## src/design/assert_macros.svh

```systemverilog
// Assertion macros for the RTL of the adaptive sliding mode control unit
`ifndef ASSERT_MACROS_SVH
`define ASSERT_MACROS_SVH

// antecedent in one cycle implies consequent in the same cycle
`define ASSERT_SAME(label, clk, rst, ante, cons) \
   label: assert property (@(posedge clk) disable iff (rst) (ante) |-> (cons)) \
      else $error("same-cycle check failed");

// antecedent in one cycle implies consequent in the next cycle
`define ASSERT_NEXT(label, clk, rst, ante, cons) \
   label: assert property (@(posedge clk) disable iff (rst) (ante) |=> (cons)) \
      else $error("next-cycle check failed");

`endif

```

## src/design/asmc_pkg.sv

```systemverilog
// Shared types, constants and helper functions of the adaptive sliding mode control unit
package asmc_pkg;

   localparam int FracBitsDefault = 16;

   // operand and product widths of the shared multiplier
   localparam int OpWidth  = 33;
   localparam int MulWidth = 2 * OpWidth;

   // restoring divider: quotient bits below the saturation limit
   localparam int DivSteps = 31;
   localparam int CntWidth = $clog2(DivSteps);

   // pi scaled by 2^30, rounded
   localparam logic [63:0] PiQ30 = 64'd3373259426;

   localparam int CsrIndexWidth = 3;
   localparam int CsrDataWidth  = 31;

   localparam logic [CsrIndexWidth-1:0] CsrSurfaceGain   = 3'd0;
   localparam logic [CsrIndexWidth-1:0] CsrLinearGain    = 3'd1;
   localparam logic [CsrIndexWidth-1:0] CsrAdaptRate     = 3'd2;
   localparam logic [CsrIndexWidth-1:0] CsrGainFloor     = 3'd3;
   localparam logic [CsrIndexWidth-1:0] CsrBoundaryWidth = 3'd4;
   localparam logic [CsrIndexWidth-1:0] CsrSamplePeriod  = 3'd5;
   localparam logic [CsrIndexWidth-1:0] CsrAngularMode   = 3'd6;

   localparam logic [30:0] SurfaceGainReset   = 31'd65536;
   localparam logic [30:0] LinearGainReset    = 31'd65536;
   localparam logic [30:0] AdaptRateReset     = 31'd65536;
   localparam logic [30:0] GainFloorReset     = 31'd6554;
   localparam logic [30:0] BoundaryWidthReset = 31'd655;
   localparam logic [16:0] SamplePeriodReset  = 17'd655;

   typedef enum logic [2:0] {
      MulSurf,
      MulRate,
      MulTrap,
      MulGain,
      MulLin
   } mul_sel_type;

   typedef struct packed {
      logic        load_in;
      logic        wrap;
      logic        mul;
      mul_sel_type mul_sel;
      logic        rnd;
      logic        rnd_trap;
      logic        surf;
      logic        div_prep;
      logic        div_init;
      logic        div_step;
      logic        sw;
      logic        rate;
      logic        sum;
      logic        gain;
      logic        term;
      logic        ua;
      logic        out_load;
   } asmc_cmd_type;

   typedef struct packed {
      logic gain_above_floor;
   } asmc_status_type;

   function automatic logic signed [31:0] sat32(input logic signed [MulWidth-1:0] v);
      logic [MulWidth-32:0] upper;
      upper = v[MulWidth-1:31];
      if ((&upper) || !(|upper)) begin
         return v[31:0];
      end else if (v[MulWidth-1]) begin
         return 32'sh8000_0000;
      end else begin
         return 32'sh7fff_ffff;
      end
   endfunction

endpackage

```

## src/design/asmc_ctrl.sv

```systemverilog
// Sequencer of the adaptive sliding mode control unit: steps the datapath through one sample
module asmc_ctrl import asmc_pkg::*; (
   input  logic            clock,
   input  logic            reset,
   input  logic            req_valid,
   output logic            req_stall,
   output logic            rsp_valid,
   input  logic            rsp_stall,
   input  asmc_status_type status,
   output asmc_cmd_type    cmd
);

   typedef enum logic [4:0] {
      Idle,
      Wrap,
      SurfMul,
      SurfRnd,
      SurfSum,
      DivPrep,
      DivInit,
      DivStep,
      SwitchSet,
      RateMul,
      RateRnd,
      RateSet,
      TrapSum,
      TrapMul,
      TrapRnd,
      GainSet,
      TermMul,
      TermRnd,
      LinMul,
      LinRnd,
      UaCalc,
      Done
   } state_type;

   state_type             state_ff, state_in;
   logic [CntWidth-1:0]   cnt_ff, cnt_in;
   logic                  rsp_valid_ff, rsp_valid_in;

   assign req_stall = (state_ff != Idle);
   assign rsp_valid = rsp_valid_ff;

   always_comb begin
      state_in = state_ff;
      cnt_in   = cnt_ff;
      cmd      = '0;
      cmd.mul_sel = MulSurf;
      unique case (state_ff)
         Idle: begin
            if (req_valid) begin
               cmd.load_in = 1'b1;
               state_in    = Wrap;
            end
         end
         Wrap: begin
            cmd.wrap = 1'b1;
            state_in = SurfMul;
         end
         SurfMul: begin
            cmd.mul     = 1'b1;
            cmd.mul_sel = MulSurf;
            state_in    = SurfRnd;
         end
         SurfRnd: begin
            cmd.rnd  = 1'b1;
            state_in = SurfSum;
         end
         SurfSum: begin
            cmd.surf = 1'b1;
            state_in = DivPrep;
         end
         DivPrep: begin
            cmd.div_prep = 1'b1;
            state_in     = DivInit;
         end
         DivInit: begin
            cmd.div_init = 1'b1;
            cnt_in       = '0;
            state_in     = DivStep;
         end
         DivStep: begin
            cmd.div_step = 1'b1;
            cnt_in       = cnt_ff + 1'b1;
            if (cnt_ff == CntWidth'(DivSteps - 1)) begin
               state_in = SwitchSet;
            end
         end
         SwitchSet: begin
            cmd.sw = 1'b1;
            // at or below the floor the rate is the floor itself, no product needed
            state_in = status.gain_above_floor ? RateMul : RateSet;
         end
         RateMul: begin
            cmd.mul     = 1'b1;
            cmd.mul_sel = MulRate;
            state_in    = RateRnd;
         end
         RateRnd: begin
            cmd.rnd  = 1'b1;
            state_in = RateSet;
         end
         RateSet: begin
            cmd.rate = 1'b1;
            state_in = TrapSum;
         end
         TrapSum: begin
            cmd.sum  = 1'b1;
            state_in = TrapMul;
         end
         TrapMul: begin
            cmd.mul     = 1'b1;
            cmd.mul_sel = MulTrap;
            state_in    = TrapRnd;
         end
         TrapRnd: begin
            cmd.rnd      = 1'b1;
            cmd.rnd_trap = 1'b1;
            state_in     = GainSet;
         end
         GainSet: begin
            cmd.gain = 1'b1;
            state_in = TermMul;
         end
         TermMul: begin
            cmd.mul     = 1'b1;
            cmd.mul_sel = MulGain;
            state_in    = TermRnd;
         end
         TermRnd: begin
            cmd.rnd  = 1'b1;
            state_in = LinMul;
         end
         LinMul: begin
            cmd.mul     = 1'b1;
            cmd.mul_sel = MulLin;
            cmd.term    = 1'b1;
            state_in    = LinRnd;
         end
         LinRnd: begin
            cmd.rnd  = 1'b1;
            state_in = UaCalc;
         end
         UaCalc: begin
            cmd.ua   = 1'b1;
            state_in = Done;
         end
         Done: begin
            if (!rsp_valid_ff || !rsp_stall) begin
               cmd.out_load = 1'b1;
               state_in     = Idle;
            end
         end
         default: begin
            state_in = Idle;
         end
      endcase
   end

   always_comb begin
      if (cmd.out_load) begin
         rsp_valid_in = 1'b1;
      end else if (!rsp_stall) begin
         rsp_valid_in = 1'b0;
      end else begin
         rsp_valid_in = rsp_valid_ff;
      end
   end

   always_ff @(posedge clock) begin
      if (reset) begin
         state_ff     <= Idle;
         cnt_ff       <= '0;
         rsp_valid_ff <= 1'b0;
      end else begin
         state_ff     <= state_in;
         cnt_ff       <= cnt_in;
         rsp_valid_ff <= rsp_valid_in;
      end
   end

endmodule

```

## config.mk

```make
export PLATFORM = sky130hd
export DESIGN_NAME = asmc_ctrl
export DESIGN_NICKNAME = d
export VERILOG_FILES = /design/src/design/assert_macros.svh /design/src/design/asmc_pkg.sv /design/src/design/asmc_ctrl.sv
export SDC_FILE = /design/constraint.sdc
export NUM_CORES = 1
export LEC_CHECK = 0
export BUFFER_PORTS_ARGS = -buffer_cell sky130_fd_sc_hd__buf_2
export CELL_PAD_IN_SITES_DETAIL_PLACEMENT = 0
export CELL_PAD_IN_SITES_GLOBAL_PLACEMENT = 1
export CORE_ASPECT_RATIO = 1.4
export CORE_MARGIN = 2
export CORE_UTILIZATION = 36
export CTS_CLUSTER_SIZE = 28
export DETAILED_ROUTE_END_ITERATION = 16
export HOLD_SLACK_MARGIN = 0.06
export PLACE_DENSITY = 0.81
export RECOVER_POWER = 25
export SETUP_SLACK_MARGIN = 0.3
export SLEW_MARGIN = 5
export SYNTH_ARGS = -nofsm -noshare
export SYNTH_HDL_FRONTEND = slang
export SYNTH_SLANG_ARGS = --single-unit
export TNS_END_PERCENT = 5
```

## constraint.sdc

```tcl
create_clock -name clock -period 3.7 [get_ports clock]
set_input_delay 0.185 -clock clock [delete_from_list [all_inputs] [get_ports clock]]
set_output_delay 0.185 -clock clock [all_outputs]
set_load 0.005 [all_outputs]
```

==> results_dict.tcl, run 1 <==
set metrics [dict create \
    cts_tree "yes" \
    placedCellCount 150 \
    totalWireLength_mm 2.12 \
    slew-limit-headroom_pct 59.0 \
    skew_ns 0.00347 \
    num_rows 20 \
    fin_crit_ns 2.11 \
    synth_mux_area_share_pct 0 \
    maxCapViolCount 0 \
    grt_pass1_wl_mm 3.52 \
    avgRoutedWirePerCell_um 13.8 \
    dr.pass1.iters 4 \
    synth_xor_area_share_pct 2.23 \
    vias_per_cell 5.55 \
    grt_usage_pct 18.2 \
    gp_congestion 0.824 \
    finalMaxSlewViolations 0 \
    cts-hold-fix-buffers 0 \
    layout_common_cells "buf_2 (23), a21oi_1 (13), nor2_1 (13), nand2_1 (11), dfxtp_1 (11)" \
    required_ns 3.51 \
    ys_ff_latch 11 \
    path_max_fanout 19 \
    nets 140 \
    io_pins 26 \
    cts_buffers 3 \
    clk_latency_ns 0.27 \
    clkSinkCount 11 \
    crit_type "flip-flop to output port" \
    start_kind "flip-flop" \
    clk_pin_slew_ns 0.07 \
    synth_area_per_cell_um2 6.96 \
    synth_fa_ha_area_share_pct 3.18 \
    area_growth_pct 16.1 \
    synth_area_leader_cell "dfxtp_1" \
    gr-total-overflow 0 \
    p_per_area_nw_per_um2 408 \
    grt_start_max_net_pins 20 \
    cts_resized 0 \
    finalHoldViolations 0 \
    place.port_buffers 25 \
    hpwl_mm 1.59 \
    post_cts_buffers 0 \
    die-area_um2 2580 \
    h-tree-depth 1 \
    hold_path_class "input port to flip-flop" \
    finalSetupViolations 0 \
    cts-root-buf "clkbuf_4" \
    vias 854 \
    fin_crit_sh_pct 57.1 \
    p_leak_nw 0.391 \
    ctsLongestPathBuffers 2 \
    synth_top_family_by_area "simple AND/OR/NAND/NOR gates" \
    irDropWorstVdd_uv 242 \
    drt_iter0_markers 9 \
    r2r.worst_path.cells 4 \
    yosys_warnings 0 \
    synth_fp_nets 120 \
    antenna_left 0 \
    synth.top_cells.by_area "dfxtp_1 (28%), a21oi_1 (8.3%), nor2_1 (6.2%), nand2_1 (5.2%), o21ai_0 (4.5%)" \
    ys_types 37 \
    synth-compound-area-share_pct 21.8 \
    tightest_slew_ns 0.614 \
    die_y_um 59.3 \
    syn_inst 113 \
    max_freq_ghz 0.473 \
    drive_gt1_share_pct 22.7 \
    crit_arrival_ns 1.93 \
    fp.dieW_um 43.5 \
    worstHoldPathCells 2 \
    initial_core_util_pct 37.0 \
    layout_commonest_cell "buf_2" \
    diodes 0 \
    drcViolationCount 0 \
    grt_pass1_vias 755 \
    coreArea_um2 2130 \
    synth_area_um2 787 \
    netlist.area_leader.share_pct 28.0 \
    antenna_found_initial 0 \
    finalNonFillerCells 154 \
    setup_tns_ns 0 \
    synthSimpleGateAreaFrac_pct 36.6 \
    grt_setup_unrepaired "false" \
    synth_seq_area_share_pct 28.0 \
    end_kind "output port" \
    status "completed" \
    num-fill-cells 227 \
    r2r_slack_ns 1.72 \
]
where the power goes:
group / internal, mW / leakage (nW) / total, mW / switching, mW
clock: 0.0417 / 0.0150 / 0.0841 / 0.0424
sequential: 0.128 / 0.0893 / 0.165 / 0.0378
combinational: 0.0542 / 0.287 / 0.123 / 0.0690
total: 0.224 / 0.391 / 0.373 / 0.149
layer usage:
layer	track usage [%]	part of all wire [%]
met5	0	0
met3	2.74	4.2
met1	22.3	43
met2	30.5	51
met4	9.09	1.9
kinds of logic (layout without fill, tap and decap cells):
kind of cell / Yosys count / after routing
adders and majority gates: 2 / 2
and+or+nand+nor: 55 / 55
xor gates and xnor gates: 2 / 2
DFF: 11 / 11
buffers and inverters: 14 / 33
AOI/OAI and AO/OA: 29 / 29
path summary, 6_finish.rpt:
| kind | start | endpoint |
|---|---|---|
| max reg2reg | state_ff[0] | state_ff[3] |
| min reg2reg | cnt_ff[4] | cnt_ff[4] |
| min | reset | cnt_ff[3] |
| max | state_ff[0] | cmd[0] |
critical path, stage by stage (launching register included):
cell,delay [ns]
dfxtp_1,0.71
inv_2,0.17
or4_4,0.54
a21oi_1,0.12
buf_2,0.12
cells in the mapped netlist:
| cell type | number |
|---|---|
| nor3_1 | 6 |
| buf_2 | 1 |
| xnor2_1 | 1 |
| dfxtp_1 | 11 |
| o21bai_1 | 1 |
| nor4_1 | 1 |
| o211ai_1 | 1 |
| or2_2 | 1 |
| nand4_1 | 1 |
| and3_1 | 4 |
| nand3_1 | 5 |
| and4bb_1 | 1 |
| o221a_1 | 1 |
| buf_1 | 1 |
| nor2_1 | 13 |
| inv_2 | 2 |
| xor2_1 | 1 |
| nor4b_1 | 1 |
| nor3b_1 | 2 |
| nand2_1 | 11 |
| or3_1 | 2 |
| a21boi_0 | 1 |
| nor2b_1 | 1 |
| and2_1 | 2 |
| buf_4 | 3 |
| inv_1 | 2 |
| a41oi_1 | 1 |
| or4_4 | 1 |
| clkbuf_1 | 5 |
| a211oi_1 | 1 |
| ha_1 | 2 |
| a311oi_1 | 1 |
| nand2b_1 | 2 |
| o21ai_0 | 7 |
| a21oi_1 | 13 |
| a31oi_1 | 2 |
| nand3b_1 | 1 |
per-stage QoR:
stage	hold slack (ns)	total power [mW]	area, um^2	setup WS, ns	util, %
2_1_floorplan	0.351	0.250	787	2.19	-
3_3_place_gp	0.476	0.292	890	1.78	41.8
3_5_place_dp	0.480	0.290	890	1.73	41.8
4_1_cts	0.208	0.377	916	1.58	43.1
5_1_grt	0.219	0.406	913	1.43	42.9
6_report	0.209	0.373	913	1.59	42.9
layout make-up:
class	instances	area [um^2]	area share, %
multi-input cells	88	502	54.9
flip-flops and latches	11	220	24.1
repair buffers	25	123	13.4
well taps	22	27.5	3.01
clock buffers	4	26.3	2.88
inverters	4	15.0	1.64
registers in the layout, indices dropped and copies added, names as in the netlist:
name / count
cnt_ff: 5
state_ff: 5
rsp_valid: 1
Power figures use the tool's default switching activity.
==> inputs of run 2 (changes only) <==
Settings changed: ABC_AREA set to 1, CORE_UTILIZATION 36 to 33, PLACE_DENSITY 0.81 to 0.75.
Clock period 3.7 ns to 2.05 ns, I/O delays scaled along.
==> run 2 against run 1 <==
Sequential power rose by 47%; cell area rose by 16%; register-to-register slack got worse by 1.4 ns; combinational power rose by 30%; area after synthesis rose by 14%; critical endpoint is now cmd[8]; clock power rose by 74%; via count rose by 16%; sequential share of layout area fell by 3.3 points; routed wire length rose by 6.1%; first-iteration DRC count rose by 44%; largest cell class unchanged.
==> results_dict.tcl, run 2 <==
set metrics [dict create \
    status "completed" \
    synth_area_leader_cell "dfxtp_1" \
    cts_tree "yes" \
    path_max_fanout 6 \
    die-area_um2 3160 \
    fin_crit_sh_pct 87.6 \
    cp_slowest_cell "dfxtp_1" \
    finalHoldViolations 0 \
    netlist.area_leader.share_pct 24.5 \
    r2r_start "state_ff[2]" \
    critical_path.top_delay_family "simple AND/OR/NAND/NOR gates" \
    num_rows 22 \
    gp_congestion 0.914 \
    p_per_area_nw_per_um2 518 \
    nets 185 \
    report.power.total_mw 0.548 \
    finalNonFillerCells 213 \
    finalSetupViolations 0 \
    ctsLongestPathBuffers 2 \
    irDropWorstVdd_uv 364 \
    die_y_um 65.7 \
    cp-startpoint "state_ff[2]" \
    required_ns 1.95 \
    syn_inst 151 \
    grt_usage_pct 17.0 \
    avgRoutedWirePerCell_um 10.5 \
    cts_buffers 3 \
    clk_latency_ns 0.26 \
    grt_setup_unrepaired "true" \
    initial_core_util_pct 34.3 \
    finalMaxSlewViolations 0 \
    grt_pass1_vias 933 \
    synth_most_common_cell "nand2_1" \
    drive_gt1_share_pct 23.7 \
    area_growth_pct 18.0 \
    antenna_left 0 \
    place.port_buffers 25 \
    clkSinkCount 11 \
    totalWireLength_mm 2.25 \
    layout_commonest_cell "nand2_1" \
    p_leak_nw 0.611 \
    gr-total-overflow 0 \
    hpwl_mm 1.90 \
    postLayoutCoreUtil_pct 40.5 \
    tightest_slew_ns 0.411 \
    max_freq_ghz 0.557 \
    end_kind "output port" \
    dr.pass1.iters 4 \
    drcViolationCount 0 \
    yosys_warnings 0 \
    setup_tns_ns 0 \
    worstPathCellList "inv_1 -> nor2_1 -> inv_1 -> nor2_4 -> buf_2" \
    holdWs_ns 0.0712 \
    synth_seq_area_share_pct 24.5 \
    synth_common_cells "nand2_1 (32), nor2_1 (30), inv_1 (24)" \
    layout_setup_ws_ns 0.254 \
    start_kind "flip-flop" \
    synth_area_um2 897 \
    placedCellCount 209 \
    layout_common_cells "nand2_1 (32), nor2_1 (31), inv_1 (25), buf_2 (24), nand3_1 (15)" \
    io_pins 26 \
    design_area_um2 1060 \
    crit_top_cell "inv_1" \
    h-tree-depth 1 \
    synth_fp_nets 158 \
    crit_type "flip-flop to output port" \
    drt_iter0_markers 13 \
    vias_per_cell 4.66 \
    crit_arrival_ns 1.69 \
    synth.top_cells.by_area "dfxtp_1 (25%), nand2_1 (13%), nor2_1 (13%), inv_1 (10%), nand3_1 (8.4%)" \
    coreArea_um2 2620 \
    hold_path_class "input port to flip-flop" \
    maxCapViolCount 0 \
    cts-root-buf "clkbuf_4" \
    grt_start_max_net_pins 10 \
    ys.flop_type "dfxtp_1" \
    cts-hold-fix-buffers 0 \
    synth_area_per_cell_um2 5.94 \
    fp.dieW_um 48.1 \
    grt_pass1_wl_mm 3.88 \
    ys_types 25 \
    synth-async-reset-ratio_pct 0 \
    antenna_found_initial 0 \
    fin_crit_ns 1.80 \
    clk_pin_slew_ns 0.07 \
    place_ws_ns 0.686 \
    diodes 0 \
    post_dp_cell_area_um2 1040 \
    slew-limit-headroom_pct 72.5 \
    max_stage_delay_ns 0.49 \
    vias 993 \
    crit_buf_inv 3 \
    synth_edf_count 0 \
    ys_ff_latch 11 \
    min_from "reset" \
    skew_ns 0.00214 \
]
## run 2: metal layers
| metal | part of all wire, % | GRT usage (%) |
|---|---|---|
| met1 | 41 | 20.6 |
| met2 | 51 | 27.3 |
| met5 | 0 | 0 |
| met3 | 5.0 | 1.92 |
| met4 | 2.8 | 10.1 |
## run 2: worst reg2reg max path, cell delays in order, from the launching register on
cell	delay, ns
dfxtp_1	0.49
inv_1	0.13
nor2_1	0.35
nand2_4	0.11
clkinvlp_2	0.19
nand3_2	0.10
o21ai_0	0.15
nor2_1	0.05
## run 2: area by class of cell
type	count	area [um^2]
timing repair buffer	25	124
clock buffer	4	26.3
inverter	29	110
tap	36	45.0
sequential	11	220
fill	309	1560
multi-input combinational	108	533
## run 2: what timing repair did
| item | CTS | global route |
|---|---|---|
| gates resized for setup | 0 | 1 |
| endpoints found under the hold margin | 0 | 0 |
| setup endpoints to repair | 0 | 4 |
| buffers inserted | 0 | 0 |
## run 2: path summary, 6_finish.rpt
check / depth (start not counted) / slack, ns / end
setup reg to reg: 7 / 0.37 / cnt_ff[4]
hold reg to reg: 2 / 0.49 / cnt_ff[3]
hold / removal: 2 / 0.07 / cnt_ff[1]
setup / recovery: 5 / 0.25 / cmd[8]
## run 2: logic make-up (layout without fill, tap and decap cells)
group | Yosys count | after routing | share of synthesized area [%]
buf+inv | 32 | 58 | 15.2
simple gates | 92 | 92 | 48.0
flops | 11 | 11 | 24.5
compound gates | 14 | 14 | 9.48
fa+ha+maj | 2 | 2 | 2.79
## run 2: report_power, final
part	internal (mW)	leakage (nW)	switching, mW
combinational	0.0561	0.506	0.104
sequential	0.223	0.0891	0.0187
clock	0.0752	0.0150	0.0709
==> inputs of run 3 (changes only) <==
Settings changed: CORE_ASPECT_RATIO 1.4 to 0.6, CORE_UTILIZATION 33 to 36, PLACE_DENSITY 0.75 to 0.81.
Clock period 2.05 ns to 2.2 ns, I/O delays scaled along.
==> run 3 against run 2 <==
Sequential share of layout area about the same; register-to-register slack better by 0.11 ns; power up 6.4%; via count up 2.5%; sequential cell count unchanged; global-route usage up 1.9 points; hold slack better by 0.045 ns; die area down 7.5%; core utilization up 6.5 points; highest routed layer is now met3; routed wire length up 13%; sequential power down 6%; critical path type unchanged.
==> results_dict.tcl, run 3 (synthesized netlist as in run 2, its figures left out) <==
set metrics [dict create \
    grt_usage_pct 18.9 \
    clk_latency_ns 0.24 \
    required_ns 2.09 \
    post_cts_buffers 0 \
    layout_common_cells "nor2_1 (33), nand2_1 (32), inv_1 (24), buf_2 (22), nand3_1 (15)" \
    grt_setup_unrepaired "false" \
    h-tree-depth 1 \
    crit_buf_inv 3 \
    place.port_buffers 25 \
    skew_ns 0.00313 \
    grt_start_max_net_pins 10 \
    cts-hold-fix-buffers 0 \
    cts_buffers 3 \
    worstPathCellList "inv_2 -> nor2_1 -> inv_1 -> nor2_1 -> buf_2" \
    dr.pass1.iters 4 \
    drcViolationCount 0 \
    cts-root-buf "clkbuf_8" \
    holdWs_ns 0.116 \
    gp_congestion 0.914 \
    path_max_fanout 6 \
    vias 1018 \
    io_pins 26 \
    layout_commonest_cell "nor2_1" \
    start_kind "flip-flop" \
    max_freq_ghz 0.536 \
    tightest_slew_ns 0.427 \
    drive_gt1_share_pct 22.0 \
    finalHoldViolations 0 \
    antenna_left 0 \
    nets 185 \
    hold_path_class "input port to flip-flop" \
    finalSetupViolations 0 \
    vias_per_cell 4.92 \
    totalWireLength_mm 2.55 \
    max_stage_delay_ns 0.48 \
    gr-total-overflow 0 \
    status "completed" \
    die_y_um 42.7 \
    grt_pass1_wl_mm 4.09 \
    diodes 0 \
    p_leak_nw 0.617 \
    postLayoutCoreUtil_pct 46.9 \
    die-area_um2 2920 \
    crit_top_cell "nor2_1" \
    maxCapViolCount 0 \
    hpwl_mm 2.09 \
    fin_crit_ns 1.86 \
    critical_path.top_delay_family "simple AND/OR/NAND/NOR gates" \
    ctsLongestPathBuffers 2 \
    cp_slowest_cell "dfxtp_1" \
    num_rows 13 \
    crit_type "flip-flop to output port" \
    cts_resized 0 \
    initial_core_util_pct 39.7 \
    end_kind "output port" \
    area_growth_pct 18.3 \
    grt_pass1_vias 844 \
    clk_pin_slew_ns 0.05 \
    coreArea_um2 2260 \
    clkSinkCount 11 \
    p_per_area_nw_per_um2 550 \
    fin_crit_sh_pct 84.7 \
    avgRoutedWirePerCell_um 12.3 \
    slew-limit-headroom_pct 71.4 \
    finalMaxSlewViolations 0 \
    num-fill-cells 254 \
    antenna_found_initial 0 \
    cts_tree "yes" \
    crit_arrival_ns 1.75 \
    setup_tns_ns 0 \
    drt_iter0_markers 60 \
    fp.dieW_um 68.4 \
    irDropWorstVdd_uv 265 \
]
run 3: layout make-up:
cell class | count | area [um^2] | area share (%)
tap | 30 | 37.5 | 3.54
inverter | 29 | 114 | 10.7
clock buffer | 4 | 45.0 | 4.25
multi-input combinational | 108 | 523 | 49.3
timing repair buffer | 25 | 121 | 11.4
sequential | 11 | 220 | 20.8
run 3: worst register-to-register path, delay by kind of cell, from the launching register on:
kind	cells	cell delay (ns)
buf+inv	2	0.20
flops	1	0.48
simple gates	5	0.92
run 3: power breakdown:
part	leakage, nW	switching, mW	internal (mW)
logic	0.505	0.102	0.0490
registers	0.0891	0.0190	0.209
clock network	0.0228	0.0770	0.127
total	0.617	0.198	0.385
run 3: final timing paths:
check | from | to | slack, ns | cells after the start
max | state_ff[2] | cmd[8] | 0.34 | 5
min | reset | cnt_ff[1] | 0.12 | 2
max reg2reg | state_ff[2] | cnt_ff[0] | 0.48 | 7
min reg2reg | cnt_ff[2] | cnt_ff[2] | 0.50 | 1
run 3: per-stage QoR:
step / instance area (um^2) / std cells / worst slack (ns) / power (mW)
2_1_floorplan: 897 / 151 / 1.02 / 0.332
3_3_place_gp: 1040 / 203 / 0.773 / 0.389
3_5_place_dp: 1040 / 203 / 0.756 / 0.387
4_1_cts: 1080 / 207 / 0.496 / 0.593
5_1_grt: 1060 / 207 / 0.250 / 0.626
6_report: 1060 / 207 / 0.336 / 0.583
run 3: per-layer routing:
| layer | track usage [%] | vias to the layer above | wire length [um] |
|---|---|---|---|
| met5 | 0 | - | 0 |
| met4 | 1.20 | 0 | 0 |
| met3 | 5.57 | 0 | 277 |
| met2 | 23.8 | 49 | 921 |
| met1 | 31.5 | 449 | 1350 |
| li1 | - | 520 | - |
